[src/rtl/ptss_pkg.sv]
// Shared widths, operation codes and controller/datapath types of the scheduler.
package ptss_pkg;

  localparam int SLOTS_DEF = 8;
  localparam int FUNC_W    = 3;
  localparam int SLOT_W    = 4;
  localparam int TIME_W    = 31;
  localparam int PER_W     = 32;

  typedef enum logic [FUNC_W-1:0] {
    FUNC_QUERY      = 3'd0,
    FUNC_SETUP      = 3'd1,
    FUNC_ELAPSE     = 3'd2,
    FUNC_SET_PERIOD = 3'd3,
    FUNC_RESCHEDULE = 3'd4
  } func_t;

  typedef struct packed {
    logic load;      // latch the incoming item
    logic rd_per;    // read the period of the addressed slot
    logic update;    // apply the operation to the addressed slot
    logic sweep;     // walk all slots: elapse and min/due search
    logic out_load;  // move the result into the output register
  } ptss_cmd_t;

  typedef struct packed {
    logic sweep_done;
    logic out_busy;
  } ptss_sts_t;

endpackage

[src/rtl/ptss_if.sv]
// Request and result channel interfaces of the scheduler.
interface ptss_req_if;
  logic                          valid;
  logic                          ready;
  logic [ptss_pkg::FUNC_W-1:0]   func;
  logic [ptss_pkg::SLOT_W-1:0]   slot;
  logic [ptss_pkg::TIME_W-1:0]   time_value;
  logic                          enable;

  modport source (output valid, func, slot, time_value, enable, input ready);
  modport sink   (input valid, func, slot, time_value, enable, output ready);
endinterface

interface ptss_rsp_if;
  logic                               valid;
  logic                               ready;
  logic                               due_found;
  logic [ptss_pkg::SLOT_W-1:0]        due_slot;
  logic [ptss_pkg::TIME_W-1:0]        next_sleep;
  logic signed [ptss_pkg::PER_W-1:0]  slot_period;
  logic                               bad_param;

  modport source (output valid, due_found, due_slot, next_sleep, slot_period, bad_param,
                  input ready);
  modport sink   (input valid, due_found, due_slot, next_sleep, slot_period, bad_param,
                  output ready);
endinterface

[src/rtl/ptss_ctrl.sv]
// Sequencing state machine of the scheduler.
module ptss_ctrl (
  input  logic                clk,
  input  logic                rst,
  input  logic                valid,
  output logic                ready,
  input  ptss_pkg::ptss_sts_t sts,
  output ptss_pkg::ptss_cmd_t cmd
);

  typedef enum logic [2:0] {
    ST_IDLE,
    ST_RD_PER,
    ST_UPDATE,
    ST_SWEEP,
    ST_RD_OUT,
    ST_OUT
  } state_t;

  state_t state;

  always_ff @(posedge clk) begin
    if (rst) begin
      state <= ST_IDLE;
    end else begin
      case (state)
        ST_IDLE:   if (valid) state <= ST_RD_PER;
        ST_RD_PER: state <= ST_UPDATE;
        ST_UPDATE: state <= ST_SWEEP;
        ST_SWEEP:  if (sts.sweep_done) state <= ST_RD_OUT;
        ST_RD_OUT: state <= ST_OUT;
        ST_OUT:    if (!sts.out_busy) state <= ST_IDLE;
        default:   state <= ST_IDLE;
      endcase
    end
  end

  always_comb begin
    ready        = (state == ST_IDLE);
    cmd          = '0;
    cmd.load     = (state == ST_IDLE) && valid;
    cmd.rd_per   = (state == ST_RD_PER) || (state == ST_RD_OUT);
    cmd.update   = (state == ST_UPDATE);
    cmd.sweep    = (state == ST_SWEEP);
    cmd.out_load = (state == ST_OUT) && !sts.out_busy;
  end

endmodule

[src/rtl/ptss_dp.sv]
// Slot table, sweep unit and result register of the scheduler.
module ptss_dp #(
  parameter int SLOTS = ptss_pkg::SLOTS_DEF
) (
  input  logic                               clk,
  input  logic                               rst,
  input  ptss_pkg::ptss_cmd_t                cmd,
  output ptss_pkg::ptss_sts_t                sts,
  input  logic [ptss_pkg::FUNC_W-1:0]        func,
  input  logic [ptss_pkg::SLOT_W-1:0]        slot,
  input  logic [ptss_pkg::TIME_W-1:0]        time_value,
  input  logic                               enable,
  output logic                               rsp_valid,
  input  logic                               rsp_ready,
  output logic                               due_found,
  output logic [ptss_pkg::SLOT_W-1:0]        due_slot,
  output logic [ptss_pkg::TIME_W-1:0]        next_sleep,
  output logic signed [ptss_pkg::PER_W-1:0]  slot_period,
  output logic                               bad_param
);

  localparam int SW  = (SLOTS > 1) ? $clog2(SLOTS) : 1;
  localparam int CW  = $clog2(SLOTS + 1);
  localparam int SLW = ptss_pkg::SLOT_W;
  localparam int TW  = ptss_pkg::TIME_W;

  // latched item
  logic [ptss_pkg::FUNC_W-1:0] func_q;
  logic [SLW-1:0]              slot_q;
  logic [TW-1:0]               tv_q;
  logic                        en_q;

  // slot table
  logic [SLOTS-1:0] active;
  logic [TW-1:0]    per_mem [SLOTS];
  logic [TW-1:0]    rem_mem [SLOTS];
  logic [TW-1:0]    per_rd;
  logic [TW-1:0]    rem_rd;

  // sweep
  logic [CW-1:0]  rd_idx;
  logic           p_vld;
  logic [SW-1:0]  p_idx;
  logic           found;
  logic [SLW-1:0] due;
  logic [TW-1:0]  sleep;
  logic           bad;

  logic           slot_ok;
  logic [SW-1:0]  saddr;
  logic           live;
  logic           is_el;
  logic           act_p;
  logic [TW-1:0]  rem_new;
  logic           bad_c;
  logic           per_we;
  logic           rem_we;
  logic [SW-1:0]  rem_wa;
  logic [TW-1:0]  rem_wd;

  assign slot_ok = ({1'b0, slot_q} < (SLW + 1)'(SLOTS));
  assign saddr   = slot_q[SW-1:0];
  assign live    = slot_ok && active[saddr];
  assign is_el   = (func_q == ptss_pkg::FUNC_ELAPSE);
  assign act_p   = active[p_idx];

  // saturating elapse on the entry under the sweep
  always_comb begin
    rem_new = rem_rd;
    if (is_el && act_p) begin
      rem_new = (rem_rd < tv_q) ? '0 : rem_rd - tv_q;
    end
  end

  always_comb begin
    case (func_q)
      ptss_pkg::FUNC_SETUP:      bad_c = !slot_ok;
      ptss_pkg::FUNC_SET_PERIOD: bad_c = !live;
      ptss_pkg::FUNC_RESCHEDULE: bad_c = !live;
      default:                   bad_c = 1'b0;
    endcase
  end

  always_comb begin
    per_we = 1'b0;
    if (cmd.update) begin
      per_we = ((func_q == ptss_pkg::FUNC_SETUP) && slot_ok) ||
               ((func_q == ptss_pkg::FUNC_SET_PERIOD) && live);
    end
  end

  // one write port on the remaining-time memory: update or sweep write-back
  always_comb begin
    rem_we = 1'b0;
    rem_wa = p_idx;
    rem_wd = rem_new;
    if (cmd.update) begin
      rem_wa = saddr;
      case (func_q)
        ptss_pkg::FUNC_SETUP: begin
          rem_we = slot_ok;
          rem_wd = '0;
        end
        ptss_pkg::FUNC_SET_PERIOD: begin
          rem_we = live;
          rem_wd = tv_q;
        end
        ptss_pkg::FUNC_RESCHEDULE: begin
          rem_we = live;
          rem_wd = per_rd;
        end
        default: rem_we = 1'b0;
      endcase
    end else if (cmd.sweep && p_vld && is_el && act_p) begin
      rem_we = 1'b1;
    end
  end

  always_ff @(posedge clk) begin
    if (per_we) per_mem[saddr] <= tv_q;
    if (cmd.rd_per) per_rd <= per_mem[saddr];
  end

  always_ff @(posedge clk) begin
    if (rem_we) rem_mem[rem_wa] <= rem_wd;
    if (cmd.sweep && (rd_idx != CW'(SLOTS))) rem_rd <= rem_mem[rd_idx[SW-1:0]];
  end

  // control state
  always_ff @(posedge clk) begin
    if (rst) begin
      active    <= '0;
      rd_idx    <= '0;
      p_vld     <= 1'b0;
      rsp_valid <= 1'b0;
    end else begin
      if (cmd.update && (func_q == ptss_pkg::FUNC_SETUP) && slot_ok) begin
        active[saddr] <= en_q;
      end
      if (cmd.update) begin
        rd_idx <= '0;
        p_vld  <= 1'b0;
      end else if (cmd.sweep) begin
        if (rd_idx != CW'(SLOTS)) begin
          p_vld  <= 1'b1;
          rd_idx <= rd_idx + 1'b1;
        end else begin
          p_vld <= 1'b0;
        end
      end
      if (cmd.out_load) begin
        rsp_valid <= 1'b1;
      end else if (rsp_valid && rsp_ready) begin
        rsp_valid <= 1'b0;
      end
    end
  end

  // payload
  always_ff @(posedge clk) begin
    if (cmd.load) begin
      func_q <= func;
      slot_q <= slot;
      tv_q   <= time_value;
      en_q   <= enable;
    end
    if (cmd.update) begin
      found <= 1'b0;
      due   <= '0;
      sleep <= '1;
      bad   <= bad_c;
    end else if (cmd.sweep) begin
      if (rd_idx != CW'(SLOTS)) p_idx <= rd_idx[SW-1:0];
      if (p_vld && act_p) begin
        if (!found && (rem_new == '0)) begin
          found <= 1'b1;
          due   <= SLW'(p_idx);
        end
        if (rem_new < sleep) sleep <= rem_new;
      end
    end
    if (cmd.out_load) begin
      due_found   <= found;
      due_slot    <= due;
      next_sleep  <= sleep;
      slot_period <= live ? $signed({1'b0, per_rd}) : '1;
      bad_param   <= bad;
    end
  end

  assign sts.sweep_done = cmd.sweep && p_vld && (p_idx == SW'(SLOTS - 1));
  assign sts.out_busy   = rsp_valid && !rsp_ready;

endmodule

[src/rtl/periodic_task_slot_scheduler.sv]
// Top level of the periodic task slot scheduler.
//
//   channel  modport        moves                                   per item
//   req      ptss_req_if    func, slot, time_value, enable          one operation
//   rsp      ptss_rsp_if    due_found, due_slot, next_sleep,        one result
//                           slot_period, bad_param
//
// One item at a time: no new item is taken until the result register holds the
// last one. The sweep over the remaining-time memory reads one slot per cycle
// through its single registered read port; the period read and update come
// before it, the result read after it.
// rst is synchronous, active high: all slots go inactive, the table contents
// are left as they are (the contents of an inactive slot are never used).
// A result waits in the output register while rsp.ready is low; req.ready
// returns high once the result register has taken the item.
module periodic_task_slot_scheduler #(
  parameter int SLOTS = ptss_pkg::SLOTS_DEF
) (
  input logic        clk,
  input logic        rst,
  ptss_req_if.sink   req,
  ptss_rsp_if.source rsp
);

  ptss_pkg::ptss_cmd_t cmd;
  ptss_pkg::ptss_sts_t sts;

  // sequencer: idle, period read, update, sweep, result read, result hand-off
  ptss_ctrl u_ctrl (
    .clk   (clk),
    .rst   (rst),
    .valid (req.valid),
    .ready (req.ready),
    .sts   (sts),
    .cmd   (cmd)
  );

  // table, saturating elapse, lowest-due and minimum search, result register
  ptss_dp #(
    .SLOTS (SLOTS)
  ) u_dp (
    .clk         (clk),
    .rst         (rst),
    .cmd         (cmd),
    .sts         (sts),
    .func        (req.func),
    .slot        (req.slot),
    .time_value  (req.time_value),
    .enable      (req.enable),
    .rsp_valid   (rsp.valid),
    .rsp_ready   (rsp.ready),
    .due_found   (rsp.due_found),
    .due_slot    (rsp.due_slot),
    .next_sleep  (rsp.next_sleep),
    .slot_period (rsp.slot_period),
    .bad_param   (rsp.bad_param)
  );

endmodule

[src/flat_wrapper.sv]
// flat-port wrapper written by rule: the top's interface ports become plain ports
module periodic_task_slot_scheduler_flat 
#(
  parameter int SLOTS = ptss_pkg::SLOTS_DEF
)
  (clk, rst, req_valid, req_func, req_slot, req_time_value, req_enable, req_ready, rsp_valid, rsp_due_found, rsp_due_slot, rsp_next_sleep, rsp_slot_period, rsp_bad_param, rsp_ready);
  ptss_req_if req_i ();
  ptss_rsp_if rsp_i ();
  input logic clk;
  input logic rst;
  input wire logic [$bits(req_i.valid)-1:0] req_valid;
  input wire logic [$bits(req_i.func)-1:0] req_func;
  input wire logic [$bits(req_i.slot)-1:0] req_slot;
  input wire logic [$bits(req_i.time_value)-1:0] req_time_value;
  input wire logic [$bits(req_i.enable)-1:0] req_enable;
  output wire logic [$bits(req_i.ready)-1:0] req_ready;
  output wire logic [$bits(rsp_i.valid)-1:0] rsp_valid;
  output wire logic [$bits(rsp_i.due_found)-1:0] rsp_due_found;
  output wire logic [$bits(rsp_i.due_slot)-1:0] rsp_due_slot;
  output wire logic [$bits(rsp_i.next_sleep)-1:0] rsp_next_sleep;
  output wire logic [$bits(rsp_i.slot_period)-1:0] rsp_slot_period;
  output wire logic [$bits(rsp_i.bad_param)-1:0] rsp_bad_param;
  input wire logic [$bits(rsp_i.ready)-1:0] rsp_ready;
  assign req_i.valid = req_valid;
  assign req_i.func = req_func;
  assign req_i.slot = req_slot;
  assign req_i.time_value = req_time_value;
  assign req_i.enable = req_enable;
  assign req_ready = req_i.ready;
  assign rsp_valid = rsp_i.valid;
  assign rsp_due_found = rsp_i.due_found;
  assign rsp_due_slot = rsp_i.due_slot;
  assign rsp_next_sleep = rsp_i.next_sleep;
  assign rsp_slot_period = rsp_i.slot_period;
  assign rsp_bad_param = rsp_i.bad_param;
  assign rsp_i.ready = rsp_ready;
  periodic_task_slot_scheduler #(.SLOTS(SLOTS)) u_core (.clk(clk), .rst(rst), .req(req_i), .rsp(rsp_i));
endmodule
[config.mk]
export PLATFORM = sky130hd
export DESIGN_NAME = periodic_task_slot_scheduler_flat
export DESIGN_NICKNAME = d
export VERILOG_FILES = /design/src/rtl/ptss_pkg.sv /design/src/rtl/ptss_if.sv /design/src/rtl/ptss_ctrl.sv /design/src/rtl/ptss_dp.sv /design/src/rtl/periodic_task_slot_scheduler.sv /design/src/flat_wrapper.sv
export SDC_FILE = /design/constraint.sdc
export NUM_CORES = 1
export LEC_CHECK = 0
export CORE_MARGIN = 4
export CORE_UTILIZATION = 40
export CTS_BUF_LIST = sky130_fd_sc_hd__clkbuf_2 sky130_fd_sc_hd__clkbuf_4 sky130_fd_sc_hd__clkbuf_8
export CTS_CLUSTER_SIZE = 28
export DETAILED_ROUTE_END_ITERATION = 8
export DONT_BUFFER_PORTS = 1
export GPL_TIMING_DRIVEN = 1
export PLACE_DENSITY = 0.52
export REMOVE_ABC_BUFFERS = 1
export SETUP_SLACK_MARGIN = 0.02
export SKIP_LAST_GASP = 1
export SLEW_MARGIN = 10
export SYNTH_ARGS = -nofsm -noshare
export SYNTH_HDL_FRONTEND = slang
export SYNTH_SLANG_ARGS = --single-unit
[constraint.sdc]
create_clock -name clk -period 6.1 [get_ports clk]
set_input_delay 0.305 -clock clk [delete_from_list [all_inputs] [get_ports clk]]
set_output_delay 0.305 -clock clk [all_outputs]
set_load 0.1 [all_outputs]
## Yosys cells after proc, flatten, opt, wreduce, memory -nomap -nowiden

Memory sizes are Yosys's and may differ from the RTL's. A register that Yosys moved wholly into a read port is not among the register bits.
Cells that the tools add are included.

| storage, ports and cells | value |
|---|---|
| bits in registers | 163 |
| bits in writable memories | 496 |
| input port bits | 43 |
| output and inout port bits | 71 |
| word-level logic and storage cells | 109 |
| memories | 2 |

| cells by class | value |
|---|---|
| add/sub/neg operators | 2 |
| magnitude comparators | 6 |
| equal/unequal tests | 14 |
| muxes and demuxes | 29 |
| bitwise logic cells | 1 |
| reductions and logical operators | 35 |

Memory list:

| memory | words | bits a word | read ports | clocked after memory_dff | write ports | RTL line | text |
|---|---|---|---|---|---|---|---|
| u_core.u_dp.per_mem | 8 | 31 | 1 | 1 | 1 | ptss_dp.sv:35 | `logic [TW-1:0] per_mem [SLOTS];` |
| u_core.u_dp.rem_mem | 8 | 31 | 1 | 1 | 1 | ptss_dp.sv:36 | `logic [TW-1:0] rem_mem [SLOTS];` |

Operators by type and width:

| cell | number |
|---|---|
| $mux W31 | 3 |
| $pmux W31 S3 | 1 |
| $lt A31 B31 Y1 | 2 |
| $mux W32 | 1 |
| $logic_not A31 Y1 | 1 |
| $sub A31 B31 Y31 | 1 |
| $logic_and A1 B1 Y1 | 18 |
| $pmux W3 S6 | 1 |
| $mux W1 | 13 |
| $eq A3 B2 Y1 const B | 4 |
| $eq A3 B3 Y1 const B | 4 |
| $mux W3 | 4 |
| $reduce_and A3 Y1 | 4 |
| $bwmux W8 | 1 |
| $lt A3 B4 Y1 const B | 2 |
| $bmux W1 S3 | 2 |
| $eq A3 B1 Y1 const B | 2 |
| $logic_not A1 Y1 | 5 |
| $add A4 B1 Y4 const B | 1 |
| $lt A4 B4 Y1 const B | 1 |
| $ne A2 B2 Y1 const B | 2 |
| $ne A4 B4 Y1 const B | 1 |
| $pmux W1 S2 | 2 |
| $reduce_or A2 Y1 | 2 |
| 8 further kinds | 9 |

## Depth between registers and ports, before layout

| logic depth | value |
|---|---|
| depth in word-level cells | 8 |
| depth in mapped cells | 24 |
| depth with buffers taken out | 22 |

## Modules after synthesis

A second synthesis with hierarchy kept.

| second synthesis, totals | value |
|---|---|
| cells, all modules | 1930 |
| area, all modules | 29936.2 um^2 |

By module, submodules not included:

| module | times used | cells each | area each (um^2) | sequential area each (um^2) |
|---|---|---|---|---|
| ptss_dp | 1 | 1905 | 29726.0 | 21070.2 |
| ptss_ctrl | 1 | 25 | 210.2 | 60.1 |

## Worst setup path before layout

No wires, ideal clock.

| timing path | value |
|---|---|
| path kind | reg2reg |
| from | register u_core.u_dp.slot_q[0] |
| to | memory u_core.u_dp.per_mem[0][0] in the netlist's numbering, enable pin |
| setup time | 0.498 ns |
| arrival | 4.886 ns |
| required time | 5.602 ns |
| path slack | 0.716 ns |
| stages on the path, launching flop included | 9 |
| buffers on the path | 2 |
| clock period less this slack | 5.384 ns |
| path through | edfxtp_1 -> clkbuf_1 -> nor3_1 -> a22oi_1 -> and4_1 -> clkbuf_1 -> nand2_1 -> nand4_1 -> nor4_1 |

| on the way | value |
|---|---|
| cells in the longest elaborated chain, start to end | 8 |
| elaborated cells between the ends (all ways) | 10 |
| classes of those cells | order compare (1); mux (5); reduce/logical (4) |

Ends and longest elaborated chain:

| element | RTL line | text |
|---|---|---|
| from (decl) | ptss_dp.sv:29 | `logic [SLW-1:0] slot_q;` |
| from (signal assigned) | ptss_dp.sv:163 | `slot_q <= slot;` |
| $bmux W1 S3 | ptss_dp.sv:63 | `assign live = slot_ok && active[saddr];` |
| $mux W1 (not written as such) | ptss_dp.sv:63 |  |
| $logic_and A1 B1 Y1 | ptss_dp.sv:63 |  |
| $logic_and A1 B1 Y1 | ptss_dp.sv:88 | `((func_q == ptss_pkg::FUNC_SET_PERIOD) && live);` |
| $logic_or A1 B1 Y1 | ptss_dp.sv:87 | `per_we = ((func_q == ptss_pkg::FUNC_SETUP) && slot_ok) \|\|` |
| $mux W1 | ptss_dp.sv:86 | `if (cmd.update) begin` |
| $mux W1 | ptss_dp.sv:120 | `if (per_we) per_mem[saddr] <= tv_q;` |
| $mux W1 (not written as such) | ptss_dp.sv:120 |  |
| to (decl) | ptss_dp.sv:35 |  |

Parallel ways exist; a longest one is shown, timed or not. The select of a mux whose other input is x is not followed.

## Worst setup path after layout

| timing path | value |
|---|---|
| from | register u_core.u_dp.tv_q[6] |
| to | register u_core.u_dp.sleep[12] |

| on the way | value |
|---|---|
| cells in the longest elaborated chain, start to end | 5 |
| elaborated cells between the ends (all ways) | 6 |
| classes of those cells | add/sub (1); order compare (2); mux (2); reduce/logical (1) |

Ends and longest elaborated chain:

| element | RTL line | text |
|---|---|---|
| from (decl) | ptss_dp.sv:30 | `logic [TW-1:0] tv_q;` |
| from (signal assigned) | ptss_dp.sv:164 | `tv_q <= time_value;` |
| $sub A31 B31 Y31 / $lt A31 B31 Y1 (equally long branches) | ptss_dp.sv:71 | `rem_new = (rem_rd < tv_q) ? '0 : rem_rd - tv_q;` |
| $mux W31 (*) | ptss_dp.sv:71 |  |
| $mux W31 (*) | ptss_dp.sv:70 | `if (is_el && act_p) begin` |
| via u_core.u_dp.rem_new[24] | ptss_dp.sv:54 | `logic [TW-1:0] rem_new;` |
| $lt A31 B31 Y1 (*) | ptss_dp.sv:179 | `if (rem_new < sleep) sleep <= rem_new;` |
| $reduce_and A3 Y1 (no source line) (*) | n/a |  |
| to (signal assigned) | ptss_dp.sv:179 |  |
| to (decl) | ptss_dp.sv:46 | `logic [TW-1:0] sleep;` |

The timed path passes the listed nets; every way through them passes the cells marked *.
A chain may end at the register's enable or synchronous reset.

==> reports/qor.yml <==
run_status:
  status: "finished clean"
clocking:
  cts_buffer_depth: 3
  worstSkewPairLatency_ns: 0.76
  root_buffer: "clkbuf_8"
  clock_sinks: 721
  cts_tree: "yes"
  path_clk_slew_ns: 0.06
  cts_max_level: 3
  cts_buffers: 118
yosys:
  yosys_warnings: 0
  synth_flop_cell: "edfxtp_1"
  netlist_area_sq_mm: 0.0300
  avgSynthCellArea_sq_um: 15.0
  async_flop_share_pct: 0
  ys_seq_area_share_pct: 70.5
  synth_edf_count: 669
  netlist-cell-type-count: 87
  synthCells: 2004
  ys_ff_latch: 721
grt:
  grt.overflow.total: 0
  gr-usage-met1_pct: 29.0
  grtUsageMet2_pct: 35.2
  grt_pass1_wl_mm: 126
  met3_usage_pct: 4.50
  grt_usage_pct: 21.7
  top_usage_layer: "met2"
  antenna_found_initial: 6
  grt_max_degree: 69
  grt_pass1_vias: 18500
setup_path:
  cp-endpoint: "u_core.u_dp.sleep[12]$_SDFFE_PP1P_"
  critical_path.startpoint: "u_core.u_dp.tv_q[6]$_DFFE_PP_"
  reg2regPathDepth: 19
  rrSetupSlack_ns: 0.33
  path_common_cell: "ha_1"
  startpoint_type: "flip-flop"
  r2r_end: "u_core.u_dp.sleep[12]$_SDFFE_PP1P_"
  path_cells: "inv_1, ha_1, nand3_1, a2111oi_4, o21ai_1, a21boi_2, o21a_1, buf_4, a22o_1, ha_1, and3_1, nand4_1, or4_1, or3_1, o2111ai_1, a311o_2, buf_6, mux2i_1, nand2_1"
  slowest_delay_ns: 0.58
  end_kind: "flip-flop"
  arrival_ns: 6.35
  crit_fanout: 20
  critPathRequiredTime_ns: 6.68
  timing.rr.start: "u_core.u_dp.tv_q[6]$_DFFE_PP_"
  path_class: "flip-flop to flip-flop"
  critPathSlowestCell: "or4_1"
drt:
  drtIter0Drc: 1955
  wl_per_cell_um: 27.1
  vias: 18400
  avgViaCountPerCell: 5.72
  route.detailed.drc: 0
  drt-pass1-iter-count: 6
  postRouteAntennaNets: 0
  wl_mm: 86.9
pwr:
  pwr-share-clk_pct: 40.7
  comb_power_share_pct: 6.6
  power.switching_mw: 2.49
  pwr-share-seq_pct: 52.7
  p_per_area_mw_per_mm2: 307
  p_leak_nw: 12.0
  switching_share_pct: 23.5
  p_int_mw: 8.09
  ir_drop_v: 0.000167
  power_mw: 10.6
sta:
  tns_ns: 0
  setup_ws_ns: 0.331
  rsz0062_at_grt: "false"
  skew_ns: 0.0510
  finalHoldViolCount: 0
  holdWs_ns: 0.165
  max_freq_ghz: 0.173
  min_period_ns: 5.77
  timing.slew.headroom_pct: 30.8
  finalMaxSlewViolations: 0
  tightest_slew_ns: 1.04
  setup_viol: 0
  post-route-period-util_pct: 94.6
placed_design:
  place_area_sq_mm: 0.0315
  hpwlAfterDp_mm: 54.2
  pre_cts_ws_ns: 0.169
  globalplace.congestion: 0.900
  io_buffers: 0
finish:
  nets: 2246
  multiInputGateArea_sq_mm: 0.00828
  final_common_cell: "edfxtp_1"
  syn_to_final_growth_pct: 14.9
  seq_area_sq_mm: 0.0211
  mostFrequentLayoutCells: "edfxtp_1 (669), nand2_1 (196), a22oi_1 (129)"
  finalInstanceArea_sq_mm: 0.0344
  n_fill_cell: 6537
  layout-drive-gt1-share_pct: 18.3
min_path:
  hp-class: "input port to flip-flop"
floorplan:
  die_area_sq_mm: 0.0794
  std_cell_rows: 100
  fp.dieW_um: 282
  floorplan.initialDensity_pct: 40.3
  core_sq_mm: 0.0743
  die_height_um: 282
  io-pin-count: 114
job:
  cap_violations: 0
Yosys cell counts (all sizes together) (32+ instances only):
master / count / area [sq um]
edfxtp: 669 / 20100
nand2: 196 / 736
a22oi: 129 / 968
nor2: 118 / 450
clkbuf: 91 / 352
inv: 81 / 304
a21oi: 70 / 358
ha: 64 / 801
mux4: 64 / 1440
dfxtp: 52 / 1040
nand4: 49 / 307
o21ai: 44 / 239
or3: 38 / 238
a221oi: 32 / 280
kinds of logic (layout without fill, tap and decap cells):
kind of cell / after synthesis / count (layout) / share of synthesized area, %
muxes: 96 / 96 / 5.88
buffers and inverters: 193 / 427 / 2.64
DFF: 721 / 721 / 70.5
AOI/OAI and AO/OA: 399 / 399 / 9.61
and+or+nand+nor: 512 / 512 / 8.11
xor gates and xnor gates: 17 / 17 / 0.497
other: 1 / 5 / 0.0125
adders and majority gates: 65 / 65 / 2.74
what timing repair did:
| action | in CTS | in global routing |
|---|---|---|
| hold buffers | 43 | 0 |
| endpoints found under the setup margin | 0 | 31 |
| setup buffers | 0 | 9 |
| gates resized for setup | 0 | 9 |
| hold endpoints to repair | 56 | 0 |
cell type report:
cell class | count | area share (%)
Antenna cell | 4 | 0.0291
Clock buffer | 167 | 5.91
Clock inverter | 53 | 1.14
Inverter | 83 | 0.905
Multi-Input combinational cell | 1090 | 24.0
Sequential cell | 721 | 61.4
Tap cell | 969 | 3.52
Timing Repair Buffer | 124 | 3.07
flip-flops by register name, indices dropped and copies added (netlist names), 3 cells and up:
register,count
u_core.u_ctrl.state,3
u_core.u_dp.active,8
u_core.u_dp.due,3
u_core.u_dp.due_slot,3
u_core.u_dp.func_q,3
u_core.u_dp.next_sleep,31
u_core.u_dp.p_idx,3
u_core.u_dp.per_mem,248
u_core.u_dp.per_rd,31
u_core.u_dp.rd_idx,4
u_core.u_dp.rem_mem,248
u_core.u_dp.rem_rd,31
u_core.u_dp.sleep,31
u_core.u_dp.slot_period,32
u_core.u_dp.slot_q,4
u_core.u_dp.tv_q,31
through the flow:
stage,util (%),instances
6_report,46.3,3211
3_5_place_dp,42.3,2935
2_1_floorplan,-,1894
5_1_grt,46.3,3209
3_3_place_gp,42.3,2935
4_1_cts,46.2,3198
worst min path at each step:
stage	from	end	slack (ns)	cells past startpoint
floorplan	rst	u_core.u_dp.active[0]$_SDFFE_PP0P_	0.37	1
global placement	rst	u_core.u_dp.rsp_valid$_SDFFE_PP0P_	0.38	1
detailed placement	rst	u_core.u_dp.rsp_valid$_SDFFE_PP0P_	0.38	1
CTS	req_time_value[28]	u_core.u_dp.tv_q[28]$_DFFE_PP_	0.13	1
global route	req_time_value[30]	u_core.u_dp.tv_q[30]$_DFFE_PP_	0.15	1
finish	req_valid	u_core.u_dp.slot_q[1]$_DFFE_PP_	0.16	1
per-layer routing:
layer  vias up  routed length, um
met1      9313              36000
met5         -                 28
met2       725              41700
met3       163               5640
met4         4               3540
li1       8160                  -
critical path: cells and delay by family (launching register included):
kind	cells	cell delay, ns
flops	1	0.50
buf+inv	3	0.73
compound gates	7	2.04
fa+ha+maj	2	0.60
simple gates	6	1.51
mux	1	0.23
power by group through the flow:
stage / sequential (mW) / clock [mW] / combinational, mW
global route: 5.58 / 4.67 / 0.758
CTS: 5.57 / 4.40 / 0.690
global placement: 5.68 / 0 / 0.654
finish: 5.57 / 4.30 / 0.703
floorplan: 5.65 / 0 / 0.404
detailed placement: 5.68 / 0 / 0.660
Power figures use the tool's default switching activity.
